==> src/evr_pkg.sv <==
// Shared types and constants for the Euler vertex rotation block.
package evr_pkg;

    localparam int FRAC_BITS  = 14;
    localparam int COEF_WIDTH = 16;
    localparam int ADDR_WIDTH = 5;
    localparam int DATA_WIDTH = 32;
    // two register stages per axis, three axes
    localparam int LATENCY    = 6;

    typedef enum logic [2:0] {
        REG_COS_X   = 3'd0,
        REG_SIN_X   = 3'd1,
        REG_COS_Y   = 3'd2,
        REG_SIN_Y   = 3'd3,
        REG_COS_Z   = 3'd4,
        REG_SIN_Z   = 3'd5,
        REG_AXIS_EN = 3'd6
    } reg_idx_t;

    typedef struct packed {
        logic signed [COEF_WIDTH-1:0] cos_v;
        logic signed [COEF_WIDTH-1:0] sin_v;
    } coef_t;

endpackage

==> src/evr_cfg_regs.sv <==
// APB register file holding the rotation coefficients and axis enables.
module evr_cfg_regs
(
    input  logic                                clk,
    input  logic                                rst_n,
    input  logic                                psel,
    input  logic                                penable,
    input  logic                                pwrite,
    input  logic [evr_pkg::ADDR_WIDTH-1:0]      paddr,
    input  logic [evr_pkg::DATA_WIDTH-1:0]      pwdata,
    output logic [evr_pkg::DATA_WIDTH-1:0]      prdata,
    output evr_pkg::coef_t                      coef_x,
    output evr_pkg::coef_t                      coef_y,
    output evr_pkg::coef_t                      coef_z,
    output logic [2:0]                          axis_enable
);

    localparam logic signed [evr_pkg::COEF_WIDTH-1:0] COEF_ONE = 16'sd16384;

    evr_pkg::coef_t   coef_x_reg;
    evr_pkg::coef_t   coef_y_reg;
    evr_pkg::coef_t   coef_z_reg;
    logic [2:0]       axis_en_reg;
    logic             wr_en;
    logic [15:0]      wdata16;
    evr_pkg::reg_idx_t idx;

    assign wr_en   = psel && penable && pwrite;
    assign wdata16 = pwdata[15:0];
    assign idx     = evr_pkg::reg_idx_t'(paddr[4:2]);

    always_ff @(posedge clk or negedge rst_n)
    begin
        if (!rst_n)
        begin
            coef_x_reg  <= '{cos_v: COEF_ONE, sin_v: '0};
            coef_y_reg  <= '{cos_v: COEF_ONE, sin_v: '0};
            coef_z_reg  <= '{cos_v: COEF_ONE, sin_v: '0};
            axis_en_reg <= '0;
        end
        else if (wr_en)
        begin
            case (idx)
                evr_pkg::REG_COS_X:   coef_x_reg.cos_v <= wdata16;
                evr_pkg::REG_SIN_X:   coef_x_reg.sin_v <= wdata16;
                evr_pkg::REG_COS_Y:   coef_y_reg.cos_v <= wdata16;
                evr_pkg::REG_SIN_Y:   coef_y_reg.sin_v <= wdata16;
                evr_pkg::REG_COS_Z:   coef_z_reg.cos_v <= wdata16;
                evr_pkg::REG_SIN_Z:   coef_z_reg.sin_v <= wdata16;
                evr_pkg::REG_AXIS_EN: axis_en_reg      <= pwdata[2:0];
                default: ;
            endcase
        end
    end

    always_comb
    begin
        prdata = '0;
        case (idx)
            evr_pkg::REG_COS_X:   prdata[15:0] = coef_x_reg.cos_v;
            evr_pkg::REG_SIN_X:   prdata[15:0] = coef_x_reg.sin_v;
            evr_pkg::REG_COS_Y:   prdata[15:0] = coef_y_reg.cos_v;
            evr_pkg::REG_SIN_Y:   prdata[15:0] = coef_y_reg.sin_v;
            evr_pkg::REG_COS_Z:   prdata[15:0] = coef_z_reg.cos_v;
            evr_pkg::REG_SIN_Z:   prdata[15:0] = coef_z_reg.sin_v;
            evr_pkg::REG_AXIS_EN: prdata[2:0]  = axis_en_reg;
            default:              prdata       = '0;
        endcase
    end

    assign coef_x      = coef_x_reg;
    assign coef_y      = coef_y_reg;
    assign coef_z      = coef_z_reg;
    assign axis_enable = axis_en_reg;

endmodule

==> config.mk <==
export PLATFORM = sky130hd
export DESIGN_NAME = evr_cfg_regs
export DESIGN_NICKNAME = d
export VERILOG_FILES = /design/src/evr_pkg.sv /design/src/evr_cfg_regs.sv
export SDC_FILE = /design/constraint.sdc
export NUM_CORES = 1
export LEC_CHECK = 0
export BUFFER_PORTS_ARGS = -buffer_cell sky130_fd_sc_hd__clkbuf_2
export CAP_MARGIN = 20
export CORE_ASPECT_RATIO = 0.5
export CORE_MARGIN = 2
export CORE_UTILIZATION = 40
export CTS_CLUSTER_SIZE = 28
export DETAILED_ROUTE_END_ITERATION = 6
export PLACE_DENSITY = 0.67
export SLEW_MARGIN = 40
export SYNTH_ARGS = -nofsm -noshare
export SYNTH_HDL_FRONTEND = slang
export SYNTH_SLANG_ARGS = --single-unit
==> constraint.sdc <==
create_clock -name clk -period 3.1 [get_ports clk]
set_input_delay 0.31 -clock clk [delete_from_list [all_inputs] [get_ports clk]]
set_output_delay 0.31 -clock clk [all_outputs]
set_load 0.01 [all_outputs]
# Word level (Yosys, flattened, before mapping)
# Index checks and enable logic that the tools add are counted.
[op_classes]
n_eq_ne = 6
n_mux = 2
reduce_logical = 10
[ops]
columns = ["operator", "n"]
rows = [
  ["one-hot mux 13 bit (6 select lines)", 1],
  ["one-hot mux 3 bit (7 select lines)", 1],
  ["AND reduction 2 bit", 7],
  ["== test 3 bit (second input constant)", 3],
  ["== test 3 x 2 -> 1 bit (second input constant)", 2],
  ["== test 3 x 1 -> 1 bit (second input constant)", 1],
  ["zero test 3 bit", 1],
  ["logical AND 1 bit", 2],
]
[word_totals]
out_inout_bits = 131
reg_bits = 99
in_bits = 42
wordCells = 25

# Depth between registers and ports, before layout
[depth]
ltp_word = 3
ltp_mapped = 6

# Worst setup path after synthesis
# No wires, ideal clock.
[synth_timing]
kind = "input-to-output"
start = "in paddr[2] in the netlist's numbering"
end = "out prdata[7] in the netlist's numbering"
stages = 6
arrival_time_ns = 1.450
n_path_buf = 3
path_slack_ns = 1.340
path_cell_list = "buf_2 -> buf_2 -> buf_2 -> nand2_1 -> mux2_2 -> o22ai_1"
[synth_between]
elab_chain_len = 2
word_cells_on_any_way = 7
[synth_rtl]
columns = ["element", "line_no", "text"]
rows = [
  ["start, declared", "evr_cfg_regs.sv:9", "input logic [evr_pkg::ADDR_WIDTH-1:0] paddr,"],
  ["== test 3 bit, or another cell as far along", "evr_cfg_regs.sv:59", "case (idx)"],
  ["one-hot mux 13 bit (6 select lines) (*)", "evr_cfg_regs.sv:59", ""],
  ["end, declared", "evr_cfg_regs.sv:11", "output logic [evr_pkg::DATA_WIDTH-1:0] prdata,"],
]
# Every way passes the cells marked *; elsewhere a longest branch is shown, timed or not.

# Worst setup path in the final report
[layout_timing]
start = "in paddr[4] in the netlist's numbering"
end = "out prdata[2] in the netlist's numbering"
[layout_between]
elab_chain_len = 2
word_cells_on_any_way = 8
[layout_rtl]
columns = ["element", "line_no"]
rows = [
  ["== test 3 bit, or another cell as far along", "evr_cfg_regs.sv:59"],
  ["one-hot mux 3 bit (7 select lines) (*)", "evr_cfg_regs.sv:59"],
]
# Marked as above.

==> run_results.csv <==
group,metric,value,unit
placed_design,io_buffers,138,
clock_tree,post_cts_resized,0,
sta,slew_headroom,0.575,
critical_path,cp.arrival,2.06,ns
critical_path,required,2.79,ns
sta,finalClockSkew,0,ns
sta,holdWs,-0.0183,ns
sta,fin_crit_sh,0.764,
clock_tree,holdBufCountCts,0,
critical_path,worstRegToRegCells,1,
critical_path,setup.worst_path.end_class,"output pin",
sta,finalHoldViolCount,13,
floorplanning,dieWidth,157,microns
global_route,grt_max_degree,53,
yosys,yosysTopAreaCellShare,0.514,
layout,seq_area,2480,sq um
global_route,grt_pass1_wl,18900,microns
outcome,violations,"negative hold slack",
global_route,antenna_found_initial,0,
yosys,syn_avg_cell_area,13.7,sq um
clock_tree,htreeDepth,3,
yosys,yosysWarnings,0,
power,leakage,0.00295,uW
global_route,met1_usage,0.267,
sta,setup_viol_count_final,0,
critical_path,timing.rr.end,"coef_x[28]",
clock_tree,root_buffer,"clkbuf_16",
routing,routedWlPerCell,19.0,microns
clock_tree,clk_pin_slew,0.07,ns
yosys,seq_area_frac_synth,0.531,
outcome,status,"finished with violations",
yosys,syn-cell-area,4670,sq um
sta,drv_slew,0,
routing,vias,3282,
routing,via_per_inst,5.09,
critical_path,r2r-start,"coef_x[28]",
yosys,synth-seq-cells,99,
clock_tree,cts_tree,"yes",
yosys,synth_area_leaders,"dfrtp_1 (51%), mux2_2 (24%), mux2i_1 (6.2%)",
floorplanning,die_h,80.4,microns
floorplanning,io_pins,173,
clock_tree,cts_setup_buffers,0,
clock_tree,cts_buffer_depth,2,
yosys,synth.largest_area_cell,"dfrtp_1",
global_route,grt_usage,0.200,
power,peakVddDrop,0.355,mV
power,powerDensity,683,nW/um^2
layout,antenna_cells,0,
routing,wl,12300,microns
clock_tree,cts_buffers,9,
critical_path,cp_cell_sequence,"clkbuf_2, nand2b_1, o221a_2, a221oi_1, clkbuf_2",
layout,drive_gt1_frac,0.572,
routing,dr.pass1.iters,4,
clock_tree,cts_sinks,99,
layout,num-nets-final,523,
routing,drt_iter0_drc,134,
critical_path,crit_type,"input pin to output pin",
floorplanning,start_util,0.418,
sta,fin_crit,2.37,ns
power,fin_total_pwr,4010,uW
critical_path,path_common_cell,"clkbuf_2",
yosys,yosysUniqueCellTypes,29,
layout,area_growth,25.6,%
floorplanning,core-area,11200,sq um
global_route,grt_busiest_layer,"met2",
critical_path,cp_max_fo,19,
clock_tree,clock_latency,0.33,ns
critical_path,cp_slowest_stage_delay,0.46,ns
flow_run,cap_viol_max_count,0,
sta,fmax,422,MHz
floorplanning,rows,27,
floorplanning,dieArea,12600,sq um
placed_design,dpl.hpwl,8660,microns
worst_hold_path,hp-class,"input pin to async pin",
placed_design,postPlaceCellArea,5520,sq um
global_route,grt_use_met2,0.326,
yosys,synthCells,340,
placed_design,gp_congestion,0.774,
sta,tightestPinTransition,0.638,ns
global_route,grt_pass1_vias,3261,
layout,fin_area,5870,sq um
critical_path,cp_slowest_cell,"nand2b_1",
routing,drcViolationCount,0,
critical_path,regToRegSetupSlack,2.27,ns
layout,multiInputGateArea,2020,sq um
routing,antenna_left,0,
critical_path,crit_path_start_kind,"input pin",
global_route,grt-ovfl-total,0,
sta,rsz0062_at_grt,"false",
global_route,grtUsageMet3,0.0615,
sta,finalSetupTns,0,ns
layout,nFillCells,1007,
## placed cells by master (no fill, tap or decap), types with 7 or more instances in the layout
cell,synthesis,routed
clkbuf_2,0,137
mux2_2,99,99
dfrtp_1,96,96
mux2i_1,29,29
conb_1,1,16
buf_4,17,13
mux2_1,10,10
clkbuf_16,0,9
nor2_1,7,7
o221ai_1,7,7
## how the worst max path moves through the flow
stage	from	depth (start not counted)	endpoint	slack [ns]
floorplan	paddr[2]	6	prdata[7]	1.34
global placement	paddr[4]	5	coef_z[8]	0.72
detailed placement	paddr[4]	5	coef_z[10]	0.72
CTS	paddr[4]	5	prdata[2]	0.74
global route	paddr[4]	5	prdata[2]	0.62
finish	paddr[4]	5	prdata[2]	0.73
## cells by family (layout without fill, tap and decap cells)
group	Yosys count	count (layout)	share of synthesized area
buf+inv	40	171	0.0495
other cells	1	16	0.000802
simple gates	33	33	0.0412
compound gates	28	28	0.0482
mux	139	139	0.329
flops	99	99	0.531
## where the power goes
group	total [uW]	switching (uW)	internal (uW)	leakage, uW
sequential	1750	201	1550	0.00126
combinational	958	478	480	0.00152
clock	1300	488	813	0.000169
## final cells by class
cell class | count | share of cell area
multi-input combinational | 216 | 0.345
timing repair buffer | 151 | 0.137
clock inverter | 6 | 0.0190
clock buffer | 10 | 0.0407
sequential | 99 | 0.422
tap | 159 | 0.0339
inverter | 4 | 0.00256
## through the flow
step / instances / util / worst slack, ns
after floorplan: 355 / - / 1.34
after global placement: 629 / 0.494 / 0.717
after detailed placement: 629 / 0.494 / 0.717
after CTS: 645 / 0.525 / 0.740
after global routing: 645 / 0.525 / 0.623
final: 645 / 0.525 / 0.731
## cell usage after synthesis, drive strengths merged
master	instances
o221a	2
conb	1
nand2	5
nor2b	2
nand4b	1
o221ai	7
nand2b	3
or3	4
nor3	1
o22ai	4
a22oi	6
inv	4
mux4	1
nand3	4
dfstp	3
mux2i	29
nand4	1
and3	1
a221o	3
buf	31
dfrtp	96
nor2	11
a221oi	3
mux2	109
clkbuf	5
o21ai	3
## worst max-delay path: cells and delay by family
family	cells	cell delay, ns
AO/OA/AOI/OAI	2	0.69
buffers and inverters	2	0.59
AND/OR/NAND/NOR	1	0.46
## metal layers
metal	wire length [microns]	vias up	part of all wire
li1	-	1504	-
met3	674	4	0.055
met2	5840	84	0.48
met1	5710	1690	0.47
met4	40	0	0.0033
met5	0	-	0
Note: power is estimated with default switching activity, not from simulation.
