**src/evr_pkg.sv**
```systemverilog
// Shared types and constants for the Euler vertex rotation block.
package evr_pkg;

    localparam int FRAC_BITS  = 14;
    localparam int COEF_WIDTH = 16;
    localparam int ADDR_WIDTH = 5;
    localparam int DATA_WIDTH = 32;
    // two register stages per axis, three axes
    localparam int LATENCY    = 6;

    typedef enum logic [2:0] {
        REG_COS_X   = 3'd0,
        REG_SIN_X   = 3'd1,
        REG_COS_Y   = 3'd2,
        REG_SIN_Y   = 3'd3,
        REG_COS_Z   = 3'd4,
        REG_SIN_Z   = 3'd5,
        REG_AXIS_EN = 3'd6
    } reg_idx_t;

    typedef struct packed {
        logic signed [COEF_WIDTH-1:0] cos_v;
        logic signed [COEF_WIDTH-1:0] sin_v;
    } coef_t;

endpackage

```
**src/evr_rot_stage.sv**
```systemverilog
// One plane rotation: products registered, then sum, round and saturate (a and b pass through when en is low).
module evr_rot_stage
#(
    parameter int COORD_WIDTH = 24
)
(
    input  logic                          clk,
    input  logic                          rst_n,
    input  evr_pkg::coef_t                coef,
    input  logic                          en,
    input  logic                          in_valid,
    input  logic signed [COORD_WIDTH-1:0] in_a,
    input  logic signed [COORD_WIDTH-1:0] in_b,
    input  logic signed [COORD_WIDTH-1:0] in_c,
    input  logic                          in_last,
    output logic                          out_valid,
    output logic signed [COORD_WIDTH-1:0] out_a,
    output logic signed [COORD_WIDTH-1:0] out_b,
    output logic signed [COORD_WIDTH-1:0] out_c,
    output logic                          out_last
);

    localparam int W   = COORD_WIDTH;
    localparam int MW  = W + evr_pkg::COEF_WIDTH;
    localparam int SW  = W + 18;
    localparam int RW  = SW - evr_pkg::FRAC_BITS;
    localparam logic signed [SW-1:0] ROUND_HALF = SW'(1 << (evr_pkg::FRAC_BITS - 1));
    localparam logic signed [RW-1:0] SAT_HI = {{(RW-W+1){1'b0}}, {(W-1){1'b1}}};
    localparam logic signed [RW-1:0] SAT_LO = {{(RW-W+1){1'b1}}, {(W-1){1'b0}}};

    // product stage
    logic                 v1_reg;
    logic                 en1_reg;
    logic signed [MW-1:0] ca_reg, sb_reg, sa_reg, cb_reg;
    logic signed [W-1:0]  a1_reg, b1_reg, c1_reg;
    logic                 last1_reg;

    // sum stage
    logic                 v2_reg;
    logic signed [W-1:0]  a2_reg, b2_reg, c2_reg;
    logic                 last2_reg;

    logic signed [SW-1:0] sum_a, sum_b;
    logic signed [RW-1:0] sh_a, sh_b;
    logic signed [W-1:0]  sat_a, sat_b;
    logic signed [W-1:0]  a2_next, b2_next;

    always_ff @(posedge clk or negedge rst_n)
    begin
        if (!rst_n)
        begin
            v1_reg <= 1'b0;
            v2_reg <= 1'b0;
        end
        else
        begin
            v1_reg <= in_valid;
            v2_reg <= v1_reg;
        end
    end

    always_ff @(posedge clk)
    begin
        ca_reg    <= MW'(in_a) * MW'(coef.cos_v);
        sb_reg    <= MW'(in_b) * MW'(coef.sin_v);
        sa_reg    <= MW'(in_a) * MW'(coef.sin_v);
        cb_reg    <= MW'(in_b) * MW'(coef.cos_v);
        a1_reg    <= in_a;
        b1_reg    <= in_b;
        c1_reg    <= in_c;
        en1_reg   <= en;
        last1_reg <= in_last;
    end

    // a' = cos*a - sin*b, b' = sin*a + cos*b
    always_comb
    begin
        sum_a = SW'(ca_reg) - SW'(sb_reg) + ROUND_HALF;
        sum_b = SW'(sa_reg) + SW'(cb_reg) + ROUND_HALF;
        sh_a  = sum_a[SW-1:evr_pkg::FRAC_BITS];
        sh_b  = sum_b[SW-1:evr_pkg::FRAC_BITS];
        if (sh_a > SAT_HI)
            sat_a = SAT_HI[W-1:0];
        else if (sh_a < SAT_LO)
            sat_a = SAT_LO[W-1:0];
        else
            sat_a = sh_a[W-1:0];
        if (sh_b > SAT_HI)
            sat_b = SAT_HI[W-1:0];
        else if (sh_b < SAT_LO)
            sat_b = SAT_LO[W-1:0];
        else
            sat_b = sh_b[W-1:0];
        a2_next = en1_reg ? sat_a : a1_reg;
        b2_next = en1_reg ? sat_b : b1_reg;
    end

    always_ff @(posedge clk)
    begin
        a2_reg    <= a2_next;
        b2_reg    <= b2_next;
        c2_reg    <= c1_reg;
        last2_reg <= last1_reg;
    end

    assign out_valid = v2_reg;
    assign out_a     = a2_reg;
    assign out_b     = b2_reg;
    assign out_c     = c2_reg;
    assign out_last  = last2_reg;

endmodule

```
**config.mk**
```make
export PLATFORM = sky130hd
export DESIGN_NAME = evr_rot_stage
export DESIGN_NICKNAME = d
export VERILOG_FILES = /design/src/evr_pkg.sv /design/src/evr_rot_stage.sv
export SDC_FILE = /design/constraint.sdc
export NUM_CORES = 2
export LEC_CHECK = 0
export ABC_AREA = 1
export ABC_CLOCK_PERIOD_IN_PS = 5500
export BUFFER_PORTS_ARGS = -buffer_cell sky130_fd_sc_hd__buf_4
export CAP_MARGIN = 20
export CORE_MARGIN = 1
export CORE_UTILIZATION = 40
export DETAILED_ROUTE_END_ITERATION = 10
export GPL_TIMING_DRIVEN = 0
export REMOVE_ABC_BUFFERS = 1
export SYNTH_ARGS = -nofsm -noshare
export SYNTH_HDL_FRONTEND = slang
export SYNTH_SLANG_ARGS = --single-unit
export TNS_END_PERCENT = 100
```
**constraint.sdc**
```tcl
create_clock -name clk -period 5.5 [get_ports clk]
set_clock_uncertainty 0.2 [all_clocks]
set_input_delay 0.55 -clock clk [delete_from_list [all_inputs] [get_ports clk]]
set_output_delay 0.55 -clock clk [all_outputs]
set_load 0.02 [all_outputs]
```
[Word-level counts from Yosys, hierarchy flattened]
Cells that the tools add are included.
Storage, ports and cells
  bits in registers: 309
  input bits: 109
  output and inout bits: 74
  logic and storage cells: 33
Operators by class
  $add $sub $neg: 4
  multipliers: 4
  magnitude comparators: 4
  multiplexer cells: 6
Operators with widths (count)
  24-bit by 16-bit multiplier with 40-bit output: 4
  24-bit two-way mux: 6
  41-bit by 15-bit adder with 42-bit output (second input constant): 2
  28-bit by 24-bit greater-than comparator with 1-bit output (second input constant): 2
  28-bit by 24-bit less-than comparator with 1-bit output (second input constant): 2
  40-bit by 40-bit adder with 41-bit output: 1
  40-bit by 40-bit subtractor with 41-bit output: 1

[Logic depth before layout (Yosys ltp)]
  depth in word-level cells: 6
  mapped depth: 28
  gate-level depth less buffers: 27

[Least setup slack after synthesis]
No wires, ideal clock.
  path kind: in2reg
  from: input port coef[4] (netlist name)
  to: register sb_reg[37]
  setup time: 0.120 ns
  arrival: 5.873 ns
  data required time: 5.180 ns
  slack: -0.692 ns
  stages on the path: 22
  buffers on the path: 2
  cells stage by stage: clkbuf_1 -> buf_1 -> nand2_1 -> fa_1 -> inv_1 -> fa_1 -> inv_1 -> fa_1 -> fa_1 -> fa_1 -> fa_1 -> inv_1 -> ha_1 -> nand2_1 -> nor2_1 -> a211oi_1 -> o21ai_0 -> a21oi_1 -> nand2_1 -> nand3_1 -> nand2_1 -> xor2_1
On the way
  cells in the longest elaborated chain, start to end: 1
RTL lines
  from (decl): RTL line evr_rot_stage.sv:9  | input evr_pkg::coef_t coef,
  24-bit by 16-bit multiplier with 40-bit output: RTL line evr_rot_stage.sv:65  | sb_reg <= MW'(in_b) * MW'(coef.sin_v);
  to (signal assigned): RTL line evr_rot_stage.sv:65
  to (decl): RTL line evr_rot_stage.sv:34  | logic signed [MW-1:0] ca_reg, sb_reg, sa_reg, cb_reg;
No other way between the ends.

[Worst setup path in the final report]
  from: input port coef[20] (netlist name)
  to: register cb_reg[38]
On the way
  cells in the longest elaborated chain, start to end: 1
RTL lines
  24-bit by 16-bit multiplier with 40-bit output: RTL line evr_rot_stage.sv:67  | cb_reg <= MW'(in_b) * MW'(coef.cos_v);
  to (signal assigned): RTL line evr_rot_stage.sv:67
  to (decl): RTL line evr_rot_stage.sv:34
No other way between the ends.

==> flow_metrics.tcl <==
set metrics [dict create \
    status "finished with violations" \
    violations "negative setup slack" \
    cp-end-kind "register" \
    yosys-top-cells-area "fa_1, inv_1, nand2_1" \
    synth-simple-area-share_pct 15.1 \
    grt_pass1_vias 59500 \
    reg2reg_slack_ns 1.34 \
    rows 153 \
    start_util_pct 40.3 \
    dr.pass1.iters 6 \
    grtUsageTotal_pct 27.6 \
    drv_slew 0 \
    portBuffers 182 \
    vias 58900 \
    syn_inst 8858 \
    relSlewSlack_pct 23.6 \
    clk-insertion-delay-late_ns 0.66 \
    die_y_um 421 \
    ant_nets 0 \
    synthMostInstantiatedCell "inv_1" \
    fin_util_pct 47.9 \
    ff2ff_path_depth 16 \
    crit_fanout 24 \
    worst-slew-pin-transition_ns 1.14 \
    synthArstFlopShare_pct 0.647 \
    r2r_start "sb_reg[21]" \
    synth_edf_count 0 \
    grt_pass1_wl_um 368000 \
    cts_buffers 42 \
    ys_seq_area_share_pct 8.82 \
    area_growth_pct 18.8 \
    dieArea_um2 177000 \
    cp_num_buf_inv 3 \
    setup_viol 9 \
    io-pin-count 183 \
    gp_congestion 0.989 \
    antenna_found_initial 12 \
    synthAdderAreaFrac_pct 52.4 \
    final_cells 11400 \
    cpPeakStageDelay_ns 0.74 \
    nNetsFinal 11200 \
    synthesis.area_um2 70300 \
    yosysWarnings 0 \
    hold_depth 1 \
    chipWidth_um 421 \
    synth_ff_type "dfxtp_1" \
    root_buffer "clkbuf_16" \
    synth_top_family_by_area "adder cells" \
    yosys-top-cells-count "inv_1, nand2_1, fa_1, ha_1, nor2_1" \
    synthMuxAreaShare_pct 0 \
    cts.path.max_buffers 3 \
    tritoncts "done" \
    grt_max_degree 49 \
    path_common_cell "fa_1" \
    fp.coreArea_um2 174000 \
    synth-compound-area-share_pct 4.81 \
    grt_overflow 0 \
    cp_slowest_cell "fa_2" \
    synth_area_leader_cell "fa_1" \
    wl_per_cell_um 23.5 \
    fmax_mhz 179 \
    drtIter0Drc 5003 \
    hold_path_class "input pin to register" \
    dp_hpwl_um 161000 \
    wirelength_um 268000 \
    path_cells "buf_16 > nand2_4 > fa_1 > inv_1 > fa_2 > buf_4 > fa_1 > fa_1 > fa_1 > fa_1 > ha_4 > nand2_1 > nor2_4 > nand2_2 > nor2_4 > nand3_2 > o2111ai_4 > nand2_1 > nand2_2 > xor2_4" \
    worstSetupPathType "input pin to register" \
    cts_sinks 309 \
    maxCapViolations 0 \
    drive_gt1_share_pct 11.7 \
    critPathTopFamily "adder cells" \
    postSynthAreaPerCell_um2 7.93 \
    timing.final.ws_setup_ns -0.0896 \
    synth_seq_cells 309 \
    hold_viol 0 \
    period_share_pct 102 \
    rsz0062_at_grt "true" \
    cp_data_arrival_time_ns 5.95 \
    synth_top_area_share_pct 42.6 \
    synthXorXnorAreaFrac_pct 2.84 \
    min_period_ns 5.59 \
    path_clk_slew_ns 0.06 \
    via_per_inst 5.15 \
    timing.rr.end "out_a[0]" \
    required_ns 5.86 \
    startpoint_type "input pin" \
    yosysUniqueCellTypes 50 \
    placedCellCount 11100 \
    worstHoldEndpoint "a1_reg[3]" \
    drc 0 \
    htree_num_levels 2 \
    hold_start "in_a[3]" \
]
[worst max path at each step]
stage,end,cells past startpoint,slack [ns],start
2_1_floorplan,sa_reg[35],21,-0.47,coef[15]
3_3_place_gp,sa_reg[32],21,-2.62,coef[15]
3_5_place_dp,sb_reg[38],21,-1.86,coef[1]
4_1_cts,sb_reg[38],23,-0.06,coef[1]
5_1_grt,cb_reg[39],19,-0.17,coef[20]
6_report,cb_reg[38],20,-0.09,coef[20]
[through the flow]
stage / hold slack (ns) / TNS (ns) / instance area, um^2 / setup slack, ns
final: 0.0516 / -0.465 / 83400 / -0.0896
after detailed placement: 0.113 / -126.22 / 73300 / -1.86
after floorplan: 0.0544 / -17.65 / 69000 / -0.469
after global placement: 0.111 / -196.54 / 73300 / -2.62
after global routing: 0.00473 / -3.44 / 83400 / -0.173
after CTS: 0.00115 / -0.122 / 79400 / -0.0552
[layout make-up]
type	instances	area (um^2)
multi-input cells	5571	55700
repair buffers	468	7110
fillers	16700	90800
clock inverters	23	283
diodes	11	27.5
inverters	2661	10000
flip-flops and latches	309	6200
clock buffers	52	1150
well taps	2325	2910
[timing repair]
action,in CTS,in global routing
hold buffers,56,7
setup endpoints to repair,95,80
endpoints found under the hold margin,56,7
setup buffers,26,102
pin swaps,57,200
gates resized for setup,525,498
gates cloned,45,48
[cells in the final DEF, fill, tap and decap left out, drive strengths merged, types with 98 or more instances in the layout]
| master | Yosys | final |
|---|---|---|
| xor2 | 129 | 129 |
| xnor2 | 98 | 98 |
| a21oi | 299 | 299 |
| o21ai | 111 | 111 |
| fa | 1496 | 1496 |
| clkbuf | 262 | 99 |
| dfxtp | 307 | 307 |
| ha | 548 | 548 |
| inv | 2661 | 2666 |
| nor2 | 407 | 407 |
| nand2 | 2162 | 2162 |
| buf | 55 | 342 |
[cell families (layout without fill, tap and decap cells)]
logic type	Yosys count	count (layout)
AOI/OAI and AO/OA	566	566
xor gates and xnor gates	227	227
adders and majority gates	2044	2044
buffers and inverters	2978	3204
DFF	309	309
other	0	11
and+or+nand+nor	2734	2734
[routing by layer]
metal | track usage [%] | part of all wire [%] | up-vias
li1 | - | - | 25600
met3 | 5.22 | 11 | 739
met5 | 0 | 0.026 | -
met4 | 14.3 | 8.1 | 10
met1 | 35.9 | 38 | 29500
met2 | 43.6 | 43 | 2989
Power is not shown: default switching activity piles up to over one toggle a cycle in this logic, so the estimate is an artifact.
